[src/design/assert_macros.svh]
// Assertion macros shared by the FIR filter RTL.
// Each macro expects signals named clock and reset in the including module.
`ifndef ASSERT_MACROS_SVH
`define ASSERT_MACROS_SVH

// The expression holds at every clock edge outside reset.
`define ASSERT_ALWAYS(lbl, expr, msg) \
   lbl: assert property (@(posedge clock) disable iff (reset) (expr)) else $error(msg);

// When ante holds, cons holds in the same cycle.
`define ASSERT_IMPLIES(lbl, ante, cons, msg) \
   lbl: assert property (@(posedge clock) disable iff (reset) (ante) |-> (cons)) else $error(msg);

// When ante holds, cons holds in the next cycle.
`define ASSERT_NEXT(lbl, ante, cons, msg) \
   lbl: assert property (@(posedge clock) disable iff (reset) (ante) |=> (cons)) else $error(msg);

`endif

[src/design/fir_ob_pkg.sv]
// Package for the offset-binary FIR filter: widths, reset values, register
// indexes and the control struct between the top level and the tap cells. No dependencies.
package fir_ob_pkg;

   localparam int MAX_TAPS_DEF    = 7;
   localparam int SAMPLE_BITS_DEF = 16;
   localparam int NUM_COEFS       = 7;

   localparam int SAMPLE_W   = 16;
   localparam int COEF_W     = 16;
   localparam int PROD_W     = 32;
   localparam int ACC_W      = 35;
   localparam int TAP_W      = 3;
   localparam int FRAC_BITS  = 15;
   localparam int ROUND_HALF = 16384;
   localparam int OUT_MAX    = 32767;
   localparam int OUT_MIN    = -32768;

   localparam int CSR_ADDR_W = 5;
   localparam int CSR_DATA_W = 32;

   localparam logic [TAP_W-1:0] TAP_COUNT_RST = 3'd5;
   localparam logic signed [COEF_W-1:0] COEF_RST [NUM_COEFS] = '{
      16'sd6554, 16'sd6554, 16'sd6554, 16'sd6554, 16'sd6554, 16'sd0, 16'sd0
   };

   typedef enum logic [2:0] {
      REG_TAP_COUNT = 3'd0,
      REG_COEF_0    = 3'd1,
      REG_COEF_1    = 3'd2,
      REG_COEF_2    = 3'd3,
      REG_COEF_3    = 3'd4,
      REG_COEF_4    = 3'd5,
      REG_COEF_5    = 3'd6,
      REG_COEF_6    = 3'd7
   } reg_index_type;

   typedef logic signed [SAMPLE_W-1:0] sample_type;
   typedef logic signed [COEF_W-1:0]   coef_type;
   typedef logic signed [PROD_W-1:0]   prod_type;

   typedef struct packed {
      logic shift;    // an item was accepted: the window moves one cell
      logic clear;    // record start: the cell takes zero instead of its neighbor
      logic prod_en;  // the product stage takes the current window
   } cell_ctrl_type;

endpackage

[src/design/fir_ob_cell.sv]
// One tap cell of the FIR filter: a window sample and its registered product.
// Depends on fir_ob_pkg.
module fir_ob_cell
   import fir_ob_pkg::*;
(
   input  logic          clock,
   input  logic          reset,
   input  cell_ctrl_type ctrl,
   input  sample_type    prev_sample,
   input  coef_type      coef,
   output sample_type    sample,
   output prod_type      product
);

   sample_type sample_ff, sample_in;
   prod_type   product_ff, product_in;

   always_comb begin
      sample_in  = ctrl.clear ? '0 : prev_sample;
      product_in = sample_ff * coef;
   end

   always_ff @(posedge clock) begin
      if (reset) begin
         sample_ff <= '0;
      end else if (ctrl.shift) begin
         sample_ff <= sample_in;
      end
      if (ctrl.prod_en) begin
         product_ff <= product_in;
      end
   end

   assign sample  = sample_ff;
   assign product = product_ff;

endmodule

[config.mk]
export PLATFORM = sky130hd
export DESIGN_NAME = fir_ob_cell
export DESIGN_NICKNAME = d
export VERILOG_FILES = /design/src/design/assert_macros.svh /design/src/design/fir_ob_pkg.sv /design/src/design/fir_ob_cell.sv
export SDC_FILE = /design/constraint.sdc
export NUM_CORES = 1
export LEC_CHECK = 0
export ABC_AREA = 1
export BUFFER_PORTS_ARGS = -buffer_cell sky130_fd_sc_hd__buf_2
export CAP_MARGIN = 25
export CORE_MARGIN = 2
export CORE_UTILIZATION = 58
export CTS_CLUSTER_SIZE = 24
export DETAILED_ROUTE_END_ITERATION = 6
export GPL_TIMING_DRIVEN = 1
export PLACE_DENSITY = 0.89
export SLEW_MARGIN = 25
export SYNTH_ARGS = -nofsm -noshare
export SYNTH_HDL_FRONTEND = slang
export SYNTH_SLANG_ARGS = --single-unit
[constraint.sdc]
create_clock -name clock -period 6.6 [get_ports clock]
set_input_delay 0.99 -clock clock [delete_from_list [all_inputs] [get_ports clock]]
set_output_delay 0.99 -clock clock [all_outputs]
set_load 0.02 [all_outputs]
==> flow_summary.ini <==
[run_status]
outcome = finished with violations
violations = DRC

[clocking]
cts_setup_buffers = 0
cts_resized = 0
h-tree-depth = 2
cts.root.buffer_cell = clkbuf_16
clkSinkCount = 48
cts_tree = yes
cts_inserted_buffers = 5
path_clk_slew_ns = 0.08
worstSkewPairLatency_ns = 0.31
cts_hold_buf = 0
cts_buffer_depth = 2

[route]
drc = 2
dr.pass1.iters = 7
dr_total_vias = 9966
post_drt_wl_per_cell_um = 15.79
drtIter0Drc = 749
via_per_inst = 5.251
postRouteWirelength_um = 29970
ant_nets = 0

[timing]
slew_violations = 0
setup_slack_ns = 0.3754
fin_skew_ns = 0.01165
slew_headroom_pct = 41.61
finalHoldViolations = 0
holdWs_ns = 0.6921
totalNegativeSetupSlack_ns = 0
setup_viol = 0
rsz0062_at_grt = no
finalCritPeriodShare_pct = 94.31
max_freq_mhz = 160.7
tightest_slew_ns = 0.8747
period_minus_slack_ns = 6.225

[synth]
async_reset_ff_share_pct = 0
synth_edf_count = 32
syn_area_per_cell_um2 = 7.832
ys_warn_count = 0
synth_nets = 1964
synth-seq-cells = 48
synthDistinctLibCells = 31
synth_seq_area_share_pct = 10.33
netlist_instances = 1583
yosys_most_used_dff = edfxtp_1
netlist_area_um2 = 12400

[die]
core-area_um2 = 21020
dieArea_um2 = 22560
die_y_um = 150.2
fp.dieW_um = 150.2
floorplan.initialDensity_pct = 58.98
io_pins = 85
std_cell_rows = 53

[layout]
fillCellCount = 1718
final_nets = 2003
areaGrowthSynthToFinish_pct = 6.660
final_cells = 1898
diodes = 0
final_util_pct = 62.91
final_common_cell = inv_1
final_cell_mix = 479 x inv_1, 428 x nand2_1, 262 x fa_1
final_layout_size_suffix_gt1_share_pct = 8.380
stdcell_area_um2 = 13220

[hold_path]
worstHoldPathType = flip-flop to flip-flop
hold_depth = 2
min_to = sample[15]$_SDFFE_PP0P_
min_from = sample[15]$_SDFFE_PP0P_

[power]
combPwrFrac_pct = 68.7
peakVddDrop_v = 0.0001180
p_leak_nw = 8.074
power.switching_mw = 1.377
internal_power_mw = 1.330
seqPwrFrac_pct = 18.0
p_per_area_nw_per_um2 = 204.7
pwr-share-clk_pct = 13.4
power_mw = 2.708
p_sw_share_pct = 50.86

[placement]
place_area_um2 = 13030
io_buffers = 84
hpwl_um = 25300
pre_cts_ws_ns = 0.07509
gp_congestion = 0.9714
dpl.cell_count = 1890

[global_routing]
antenna_found_initial = 0
grt-ovfl-total = 0
grt_max_degree = 33
track_usage_pct = 28.86
grt_pass1_wl_um = 50410
grt_pass1_vias = 10730

[worst_setup_path]
r2r_cells = 19
r2r_end = product[29]$_DFFE_PP_
worst_setup_path_end_kind = flip-flop
reg2reg_slack_ns = 0.58
r2r-start = sample[8]$_SDFFE_PP0P_
critPathArrivalTime_ns = 6.30
worstPathMaxFanout = 16
cp-start-kind = primary input
path_class = primary input to flip-flop
cp_data_required_time_ns = 6.68

[run]
cap_viol_max_count = 0
-- layer usage --
metal / wire [um] / up-vias / GRT usage [%]
met5: 0 / - / 0
met1: 10550 / 4824 / 33.59
li1: - / 4549 / -
met3: 2225 / 145 / 3.758
met2: 15520 / 448 / 52.10
met4: 1682 / 0 / 14.91
-- cells in the mapped netlist, types with 6 or more instances --
| master | number | area share (%) |
|---|---|---|
| inv_1 | 479 | 15 |
| nand2_1 | 428 | 13 |
| fa_1 | 262 | 42 |
| ha_1 | 82 | 8.3 |
| clkbuf_1 | 64 | 1.9 |
| nand3_1 | 49 | 2.0 |
| nor2_1 | 47 | 1.4 |
| a21oi_1 | 36 | 1.5 |
| edfxtp_1 | 32 | 7.8 |
| xor2_1 | 17 | 1.2 |
| dfxtp_1 | 16 | 2.6 |
| nand4_1 | 13 | 0.66 |
| nor2_2 | 8 | 0.40 |
| inv_2 | 6 | 0.18 |
| o21bai_1 | 6 | 0.36 |
-- layout make-up --
class	instances	area, um^2	area share [%]
clock inverter	3	68.82	0.5204
clock buffer	5	125.1	0.9462
sequential	48	1281	9.689
timing repair buffer	101	548.0	4.144
tap	275	344.1	2.602
multi-input combinational	981	9036	68.33
inverter	485	1821	13.77
-- power groups by stage --
stage                     clock (mW)  sequential, mW  combinational [mW]
after global routing           0.371           0.493                2.12
after detailed placement           0           0.495                1.86
after CTS                      0.364           0.488                1.87
final                          0.362           0.487                1.86
after global placement             0           0.493                1.80
after floorplan                    0           0.574                1.26
-- worst max-delay path, cell delays in order --
cell     delay, ns
buf_2         0.26
nand2_1       0.16
inv_1         0.16
fa_1          0.56
fa_1          0.75
inv_1         0.14
fa_1          0.51
fa_1          0.57
fa_1          0.43
fa_1          0.50
inv_1         0.05
ha_1          0.37
nand2_1       0.12
nor2_1        0.18
nand3_1       0.11
nor3_1        0.16
nand2_1       0.10
inv_1         0.06
nor2_1        0.04
nand2_1       0.06
nand2_1       0.05
-- cells by family after synthesis --
logic type | after synthesis | synth area share [%]
AOI/OAI and AO/OA | 51 | 2.250
xor gates and xnor gates | 19 | 1.342
adders and majority gates | 344 | 50.58
buffers and inverters | 554 | 16.78
DFF | 48 | 10.33
and+or+nand+nor | 567 | 18.71
-- worst max-delay path by stage --
stage               cells after the start               endpoint  startpoint
CTS                                    21  product[31]$_DFFE_PP_     coef[1]
finish                                 21  product[31]$_DFFE_PP_     coef[1]
global placement                       19  product[30]$_DFFE_PP_     coef[1]
global route                           23  product[31]$_DFFE_PP_     coef[1]
detailed placement                     23  product[31]$_DFFE_PP_     coef[1]
floorplan                              22  product[31]$_DFFE_PP_     coef[5]
-- flip-flops by register name (all words and copies together), names as in the netlist --
name and count:
sample 16, product 32
Power figures use the tool's default switching activity.
