## src/design/assert_macros.svh

```systemverilog
// Assertion macros shared by the FIR filter RTL.
// Each macro expects signals named clock and reset in the including module.
`ifndef ASSERT_MACROS_SVH
`define ASSERT_MACROS_SVH

// The expression holds at every clock edge outside reset.
`define ASSERT_ALWAYS(lbl, expr, msg) \
   lbl: assert property (@(posedge clock) disable iff (reset) (expr)) else $error(msg);

// When ante holds, cons holds in the same cycle.
`define ASSERT_IMPLIES(lbl, ante, cons, msg) \
   lbl: assert property (@(posedge clock) disable iff (reset) (ante) |-> (cons)) else $error(msg);

// When ante holds, cons holds in the next cycle.
`define ASSERT_NEXT(lbl, ante, cons, msg) \
   lbl: assert property (@(posedge clock) disable iff (reset) (ante) |=> (cons)) else $error(msg);

`endif

```

## src/design/fir_ob_pkg.sv

```systemverilog
// Package for the offset-binary FIR filter: widths, reset values, register
// indexes and the control struct between the top level and the tap cells. No dependencies.
package fir_ob_pkg;

   localparam int MAX_TAPS_DEF    = 7;
   localparam int SAMPLE_BITS_DEF = 16;
   localparam int NUM_COEFS       = 7;

   localparam int SAMPLE_W   = 16;
   localparam int COEF_W     = 16;
   localparam int PROD_W     = 32;
   localparam int ACC_W      = 35;
   localparam int TAP_W      = 3;
   localparam int FRAC_BITS  = 15;
   localparam int ROUND_HALF = 16384;
   localparam int OUT_MAX    = 32767;
   localparam int OUT_MIN    = -32768;

   localparam int CSR_ADDR_W = 5;
   localparam int CSR_DATA_W = 32;

   localparam logic [TAP_W-1:0] TAP_COUNT_RST = 3'd5;
   localparam logic signed [COEF_W-1:0] COEF_RST [NUM_COEFS] = '{
      16'sd6554, 16'sd6554, 16'sd6554, 16'sd6554, 16'sd6554, 16'sd0, 16'sd0
   };

   typedef enum logic [2:0] {
      REG_TAP_COUNT = 3'd0,
      REG_COEF_0    = 3'd1,
      REG_COEF_1    = 3'd2,
      REG_COEF_2    = 3'd3,
      REG_COEF_3    = 3'd4,
      REG_COEF_4    = 3'd5,
      REG_COEF_5    = 3'd6,
      REG_COEF_6    = 3'd7
   } reg_index_type;

   typedef logic signed [SAMPLE_W-1:0] sample_type;
   typedef logic signed [COEF_W-1:0]   coef_type;
   typedef logic signed [PROD_W-1:0]   prod_type;

   typedef struct packed {
      logic shift;    // an item was accepted: the window moves one cell
      logic clear;    // record start: the cell takes zero instead of its neighbor
      logic prod_en;  // the product stage takes the current window
   } cell_ctrl_type;

endpackage

```

## src/design/fir_ob_sum.sv

```systemverilog
// Registered adder tree, rounding and saturation of the tap products, with
// the output register. Depends on fir_ob_pkg and assert_macros.svh.
`include "assert_macros.svh"
module fir_ob_sum
   import fir_ob_pkg::*;
#(
   parameter int MAX_TAPS = MAX_TAPS_DEF
) (
   input  logic                     clock,
   input  logic                     reset,
   input  logic                     in_valid,
   output logic                     in_stall,
   input  prod_type                 products [MAX_TAPS],
   output logic                     rsp_valid,
   input  logic                     rsp_stall,
   output logic signed [SAMPLE_W-1:0] rsp_filtered,
   output logic                     rsp_clipped
);

   localparam int NUM_PAIRS = (MAX_TAPS + 1) / 2;
   localparam int PAIR_W    = PROD_W + 1;
   localparam int SCALE_W   = ACC_W + 1 - FRAC_BITS;

   localparam logic signed [SCALE_W-1:0]  SCALE_MAX = SCALE_W'(OUT_MAX);
   localparam logic signed [SCALE_W-1:0]  SCALE_MIN = SCALE_W'(OUT_MIN);
   localparam logic signed [SAMPLE_W-1:0] SAT_MAX   = SAMPLE_W'(OUT_MAX);
   localparam logic signed [SAMPLE_W-1:0] SAT_MIN   = SAMPLE_W'(OUT_MIN);

   logic signed [PAIR_W-1:0] pair_ff [NUM_PAIRS];
   logic signed [PAIR_W-1:0] pair_in [NUM_PAIRS];
   logic signed [ACC_W-1:0]  total_ff, total_in;
   logic signed [ACC_W:0]    biased;
   logic signed [SCALE_W-1:0] scaled;
   logic signed [SAMPLE_W-1:0] rsp_filtered_ff, rsp_filtered_in;
   logic rsp_clipped_ff, rsp_clipped_in;
   logic pair_valid_ff, pair_valid_in;
   logic total_valid_ff, total_valid_in;
   logic rsp_valid_ff, rsp_valid_in;
   logic take_pair, take_total, take_out;

   // Bubbles collapse: a stage loads whenever it is empty or moves on.
   always_comb begin
      take_out   = total_valid_ff && (!rsp_valid_ff || !rsp_stall);
      take_total = pair_valid_ff && (!total_valid_ff || take_out);
      in_stall   = pair_valid_ff && total_valid_ff && rsp_valid_ff && rsp_stall;
      take_pair  = in_valid && !in_stall;

      pair_valid_in  = take_pair || (pair_valid_ff && !take_total);
      total_valid_in = take_total || (total_valid_ff && !take_out);
      rsp_valid_in   = take_out || (rsp_valid_ff && rsp_stall);
   end

   for (genvar i = 0; i < NUM_PAIRS; i++) begin : g_pair
      if (2 * i + 1 < MAX_TAPS) begin : g_two
         assign pair_in[i] = PAIR_W'(products[2*i]) + PAIR_W'(products[2*i+1]);
      end else begin : g_one
         assign pair_in[i] = PAIR_W'(products[2*i]);
      end
   end

   always_comb begin
      total_in = '0;
      for (int i = 0; i < NUM_PAIRS; i++) begin
         total_in = total_in + ACC_W'(pair_ff[i]);
      end
   end

   // Round half up: add half an output LSB, then drop the fraction bits.
   always_comb begin
      biased = (ACC_W + 1)'(total_ff) + (ACC_W + 1)'(ROUND_HALF);
      scaled = biased[ACC_W:FRAC_BITS];
      if (scaled > SCALE_MAX) begin
         rsp_filtered_in = SAT_MAX;
         rsp_clipped_in  = 1'b1;
      end else if (scaled < SCALE_MIN) begin
         rsp_filtered_in = SAT_MIN;
         rsp_clipped_in  = 1'b1;
      end else begin
         rsp_filtered_in = scaled[SAMPLE_W-1:0];
         rsp_clipped_in  = 1'b0;
      end
   end

   always_ff @(posedge clock) begin
      if (reset) begin
         pair_valid_ff  <= 1'b0;
         total_valid_ff <= 1'b0;
         rsp_valid_ff   <= 1'b0;
      end else begin
         pair_valid_ff  <= pair_valid_in;
         total_valid_ff <= total_valid_in;
         rsp_valid_ff   <= rsp_valid_in;
      end
      if (take_pair) begin
         pair_ff <= pair_in;
      end
      if (take_total) begin
         total_ff <= total_in;
      end
      if (take_out) begin
         rsp_filtered_ff <= rsp_filtered_in;
         rsp_clipped_ff  <= rsp_clipped_in;
      end
   end

   assign rsp_valid    = rsp_valid_ff;
   assign rsp_filtered = rsp_filtered_ff;
   assign rsp_clipped  = rsp_clipped_ff;

   `ASSERT_IMPLIES(clip_at_rail_a, rsp_valid_ff && rsp_clipped_ff, rsp_filtered_ff == SAT_MAX || rsp_filtered_ff == SAT_MIN, "clipped item is not at a rail")

endmodule

```

## config.mk

```make
export PLATFORM = sky130hd
export DESIGN_NAME = fir_ob_sum
export DESIGN_NICKNAME = d
export VERILOG_FILES = /design/src/design/fir_ob_pkg.sv /design/src/design/fir_ob_sum.sv
export VERILOG_INCLUDE_DIRS = /design/src /design/src/design
export SDC_FILE = /design/constraint.sdc
export NUM_CORES = 1
export LEC_CHECK = 0
export ABC_AREA = 1
export BUFFER_PORTS_ARGS = -buffer_cell sky130_fd_sc_hd__buf_2
export CAP_MARGIN = 20
export CORE_UTILIZATION = 45
export CTS_CLUSTER_DIAMETER = 80
export DETAILED_ROUTE_END_ITERATION = 10
export PLACE_DENSITY = 0.66
export SETUP_SLACK_MARGIN = 0.2
export SYNTH_ARGS = -nofsm -noshare
export SYNTH_HDL_FRONTEND = slang
export SYNTH_SLANG_ARGS = --single-unit
```

## constraint.sdc

```tcl
create_clock -name clock -period 16.3 [get_ports clock]
set_input_delay 1.63 -clock clock [delete_from_list [all_inputs] [get_ports clock]]
set_output_delay 1.63 -clock clock [all_outputs]
set_load 0.02 [all_outputs]
```

==> results_dict.tcl <==
set metrics [dict create \
    grt_pass1_wl_mm 76.5 \
    finClkSkew_ns 0.0158 \
    pwr-share-clk_pct 18.6 \
    cts_tree "built" \
    yosys-top-cells-area "edfxtp_1 (32%), nand2_1 (12%), ha_1 (10%)" \
    post_cts_resized 0 \
    start_util_pct 45.8 \
    num_vias 14523 \
    hold_end "total_valid_ff$_SDFF_PP0_" \
    die_height_um 190 \
    diodes 0 \
    pwr-share-seq_pct 28.5 \
    fin_ws_ns 12.25 \
    post_cts_buffers 0 \
    grt_pass1_vias 14295 \
    first_iter_violations 1044 \
    leakage_nw 8.99 \
    crit_required_ns 14.67 \
    wirelength_mm 49.4 \
    cp-end-kind "output pin" \
    cellInternalPower_w 0.00126 \
    die_width_um 190 \
    irDropWorstVdd_uv 56.3 \
    cts.clk_slew.worst_paths_ns 0.07 \
    synth_cell_types 37 \
    start_kind "primary input" \
    maxSlewHeadroom_pct 39.3 \
    yosys.area.top_type "edfxtp_1" \
    place.gp.congestion 0.933 \
    synth_area_um2 15800 \
    ys.flop_type "edfxtp_1" \
    root_buffer "clkbuf_16" \
    r2r-end "total_ff[30]$_DFFE_PP_" \
    rows 68 \
    ctsHoldBuffers 0 \
    rsz0062_at_grt "false" \
    syn_inst 2062 \
    pwr-share-comb_pct 52.9 \
    fillers 3388 \
    powerDensity_nw_per_um2 125 \
    critPathKind "primary input to output pin" \
    tns_ns 0 \
    async_reset_ff_share_pct 0 \
    io_buffers 246 \
    fin_nets 2754 \
    synth_top_cell_area_share_pct 32.1 \
    finalSetupViolations 0 \
    critPathSlowestCell "nor2_1" \
    drt_pre_antenna_iters 5 \
    total_power_w 0.00227 \
    path_max_fanout 3 \
    fin_crit_sh_pct 24.8 \
    clockBufferDepth 2 \
    final_antenna_net_count 0 \
    drt-wirelength-per-cell_um 17.7 \
    crit_chain "buf_2 > nand2_1 > nor2_1 > inv_1 > nor2_1 > buf_2" \
    htree_levels 4 \
    synth-seq-area-share_pct 32.4 \
    grt_usage_pct 28.1 \
    min-delay-start "pair_valid_ff$_SDFF_PP0_" \
    r2r_slack_ns 12.80 \
    synth-edff-count 169 \
    syn_to_final_growth_pct 15.2 \
    num_io_pins 247 \
    r2r-start "pair_ff[41]$_DFFE_PP_" \
    grt-ovfl-total 0 \
    pre_cts_slack_ns 12.21 \
    die_area_um2 35900 \
    synth_seq_cells 172 \
    syn-num-nets 2488 \
    hold_depth 2 \
    syn_area_per_cell_um2 7.68 \
    drc_errors 0 \
    hpwl_mm 43.1 \
    worstRegToRegCells 12 \
    period_needed_ns 4.05 \
    drv_slew 0 \
    cts_sinks 172 \
    drt-vias-per-instance 5.19 \
    maxCapViolations 0 \
    grt_max_degree 72 \
    fmax_mhz 247 \
    coreArea_um2 34500 \
    drive_gt1_share_pct 12.7 \
    hold_viol_final 0 \
    worst_pin_slew_ns 0.911 \
    outcome "completed" \
    insertion_delay_ns 0.43 \
    yosysWarningCount 0 \
    power.net_switching_w 0.00102 \
    swShare_pct 44.7 \
    antenna_found_initial 1 \
    critPathMaxStageDelay_ns 0.25 \
    min_path_type "flip-flop to flip-flop" \
    cts_made_buffers 17 \
    arrival_ns 2.42 \
]
[placed cells by master, fill, tap and decap left out, types with 18 or more instances in the layout]
cell,count
a21o_1,19
a21oi_1,152
buf_2,246
edfxtp_1,169
fa_1,69
ha_1,129
inv_1,373
nand2_1,510
nand3_1,106
nand4_1,20
nor2_1,226
nor3_1,21
o21ai_0,85
o21bai_1,18
xnor2_1,18
xor2_1,66
[per-layer routing]
metal	track usage [%]	part of all wire [%]	up-vias
met4	8.72	2.6	0
met1	38.6	46	6766
met2	45.5	45	457
met5	0	0	-
li1	-	-	7246
met3	4.57	6.2	54
[area by class of cell]
cell class	count	area [um2]	share of cell area, %
multi-input cells	1514	9270	50.8
clock buffers	17	425	2.33
flip-flops and latches	172	5130	28.2
repair buffers	249	1250	6.87
clock inverters	15	179	0.981
inverters	374	1400	7.70
well taps	455	569	3.12
[critical path, delay by kind of cell]
| kind | cells | cell delay [ns] |
|---|---|---|
| and+or+nand+nor | 3 | 0.40 |
| buffers and inverters | 3 | 0.38 |
[flip-flops by register name, summed over array words and instances (netlist names)]
| name | count |
|---|---|
| pair_ff | 131 |
| pair_valid_ff | 1 |
| rsp_clipped | 1 |
| rsp_filtered | 16 |
| rsp_valid | 1 |
| total_ff | 21 |
| total_valid_ff | 1 |
[power groups by stage]
stage,Clock (W),Combinational [W],Sequential [W]
3_5_place_dp,0,0.00119,0.000659
6_report,0.000423,0.00120,0.000649
3_3_place_gp,0,0.00118,0.000657
4_1_cts,0.000427,0.00120,0.000649
5_1_grt,0.000445,0.00137,0.000656
2_1_floorplan,0,0.000858,0.000649
[synth_stat cells, types with 3 or more instances]
library cell	count
nor3_1	21
dfxtp_1	3
o21bai_1	18
edfxtp_1	169
nor4_1	10
nand2_1	510
nor2_1	227
o21a_1	7
xor2_1	66
o21ai_0	85
nand3_2	3
a21boi_0	15
ha_1	129
nand3_1	106
nand3b_1	3
a31oi_1	6
xnor2_1	18
inv_1	373
nand4_1	20
a21o_1	19
nor2_2	6
o21ai_1	5
fa_1	69
and3_1	3
o211ai_1	3
a21oi_1	152
[how the worst max path moves through the flow]
stage / cells after the start / slack (ns) / endpoint / startpoint
after global placement: 8 / 12.25 / pair_ff[30]$_DFFE_PP_ / rsp_stall
final: 6 / 12.25 / in_stall / rsp_stall
after global routing: 6 / 12.13 / in_stall / rsp_stall
after floorplan: 5 / 8.29 / pair_ff[0]$_DFFE_PP_ / rsp_stall
after CTS: 6 / 12.24 / in_stall / rsp_stall
after detailed placement: 8 / 12.21 / pair_ff[27]$_DFFE_PP_ / rsp_stall
[kinds of logic (layout without fill, tap and decap cells)]
logic type                 after synthesis  in the layout  share of synthesized area [%]
xor gates and xnor gates                84             84                           4.65
DFF                                    172            172                           32.4
buffers and inverters                  376            655                           9.01
AOI/OAI and AO/OA                      313            313                           11.0
adders and majority gates              198            198                           18.9
and+or+nand+nor                        919            919                           24.0
[stage by stage]
stage | utilization [%] | hold WS [ns] | area, um2 | cells
floorplan | - | 0.445 | 15800 | 2062
global placement | 51.1 | 0.470 | 17600 | 2764
detailed placement | 51.1 | 0.490 | 17600 | 2764
CTS | 52.8 | 0.500 | 18200 | 2796
global route | 52.8 | 0.506 | 18200 | 2796
finish | 52.8 | 0.487 | 18200 | 2796
No activity file was read; power rests on OpenSTA's default activity.
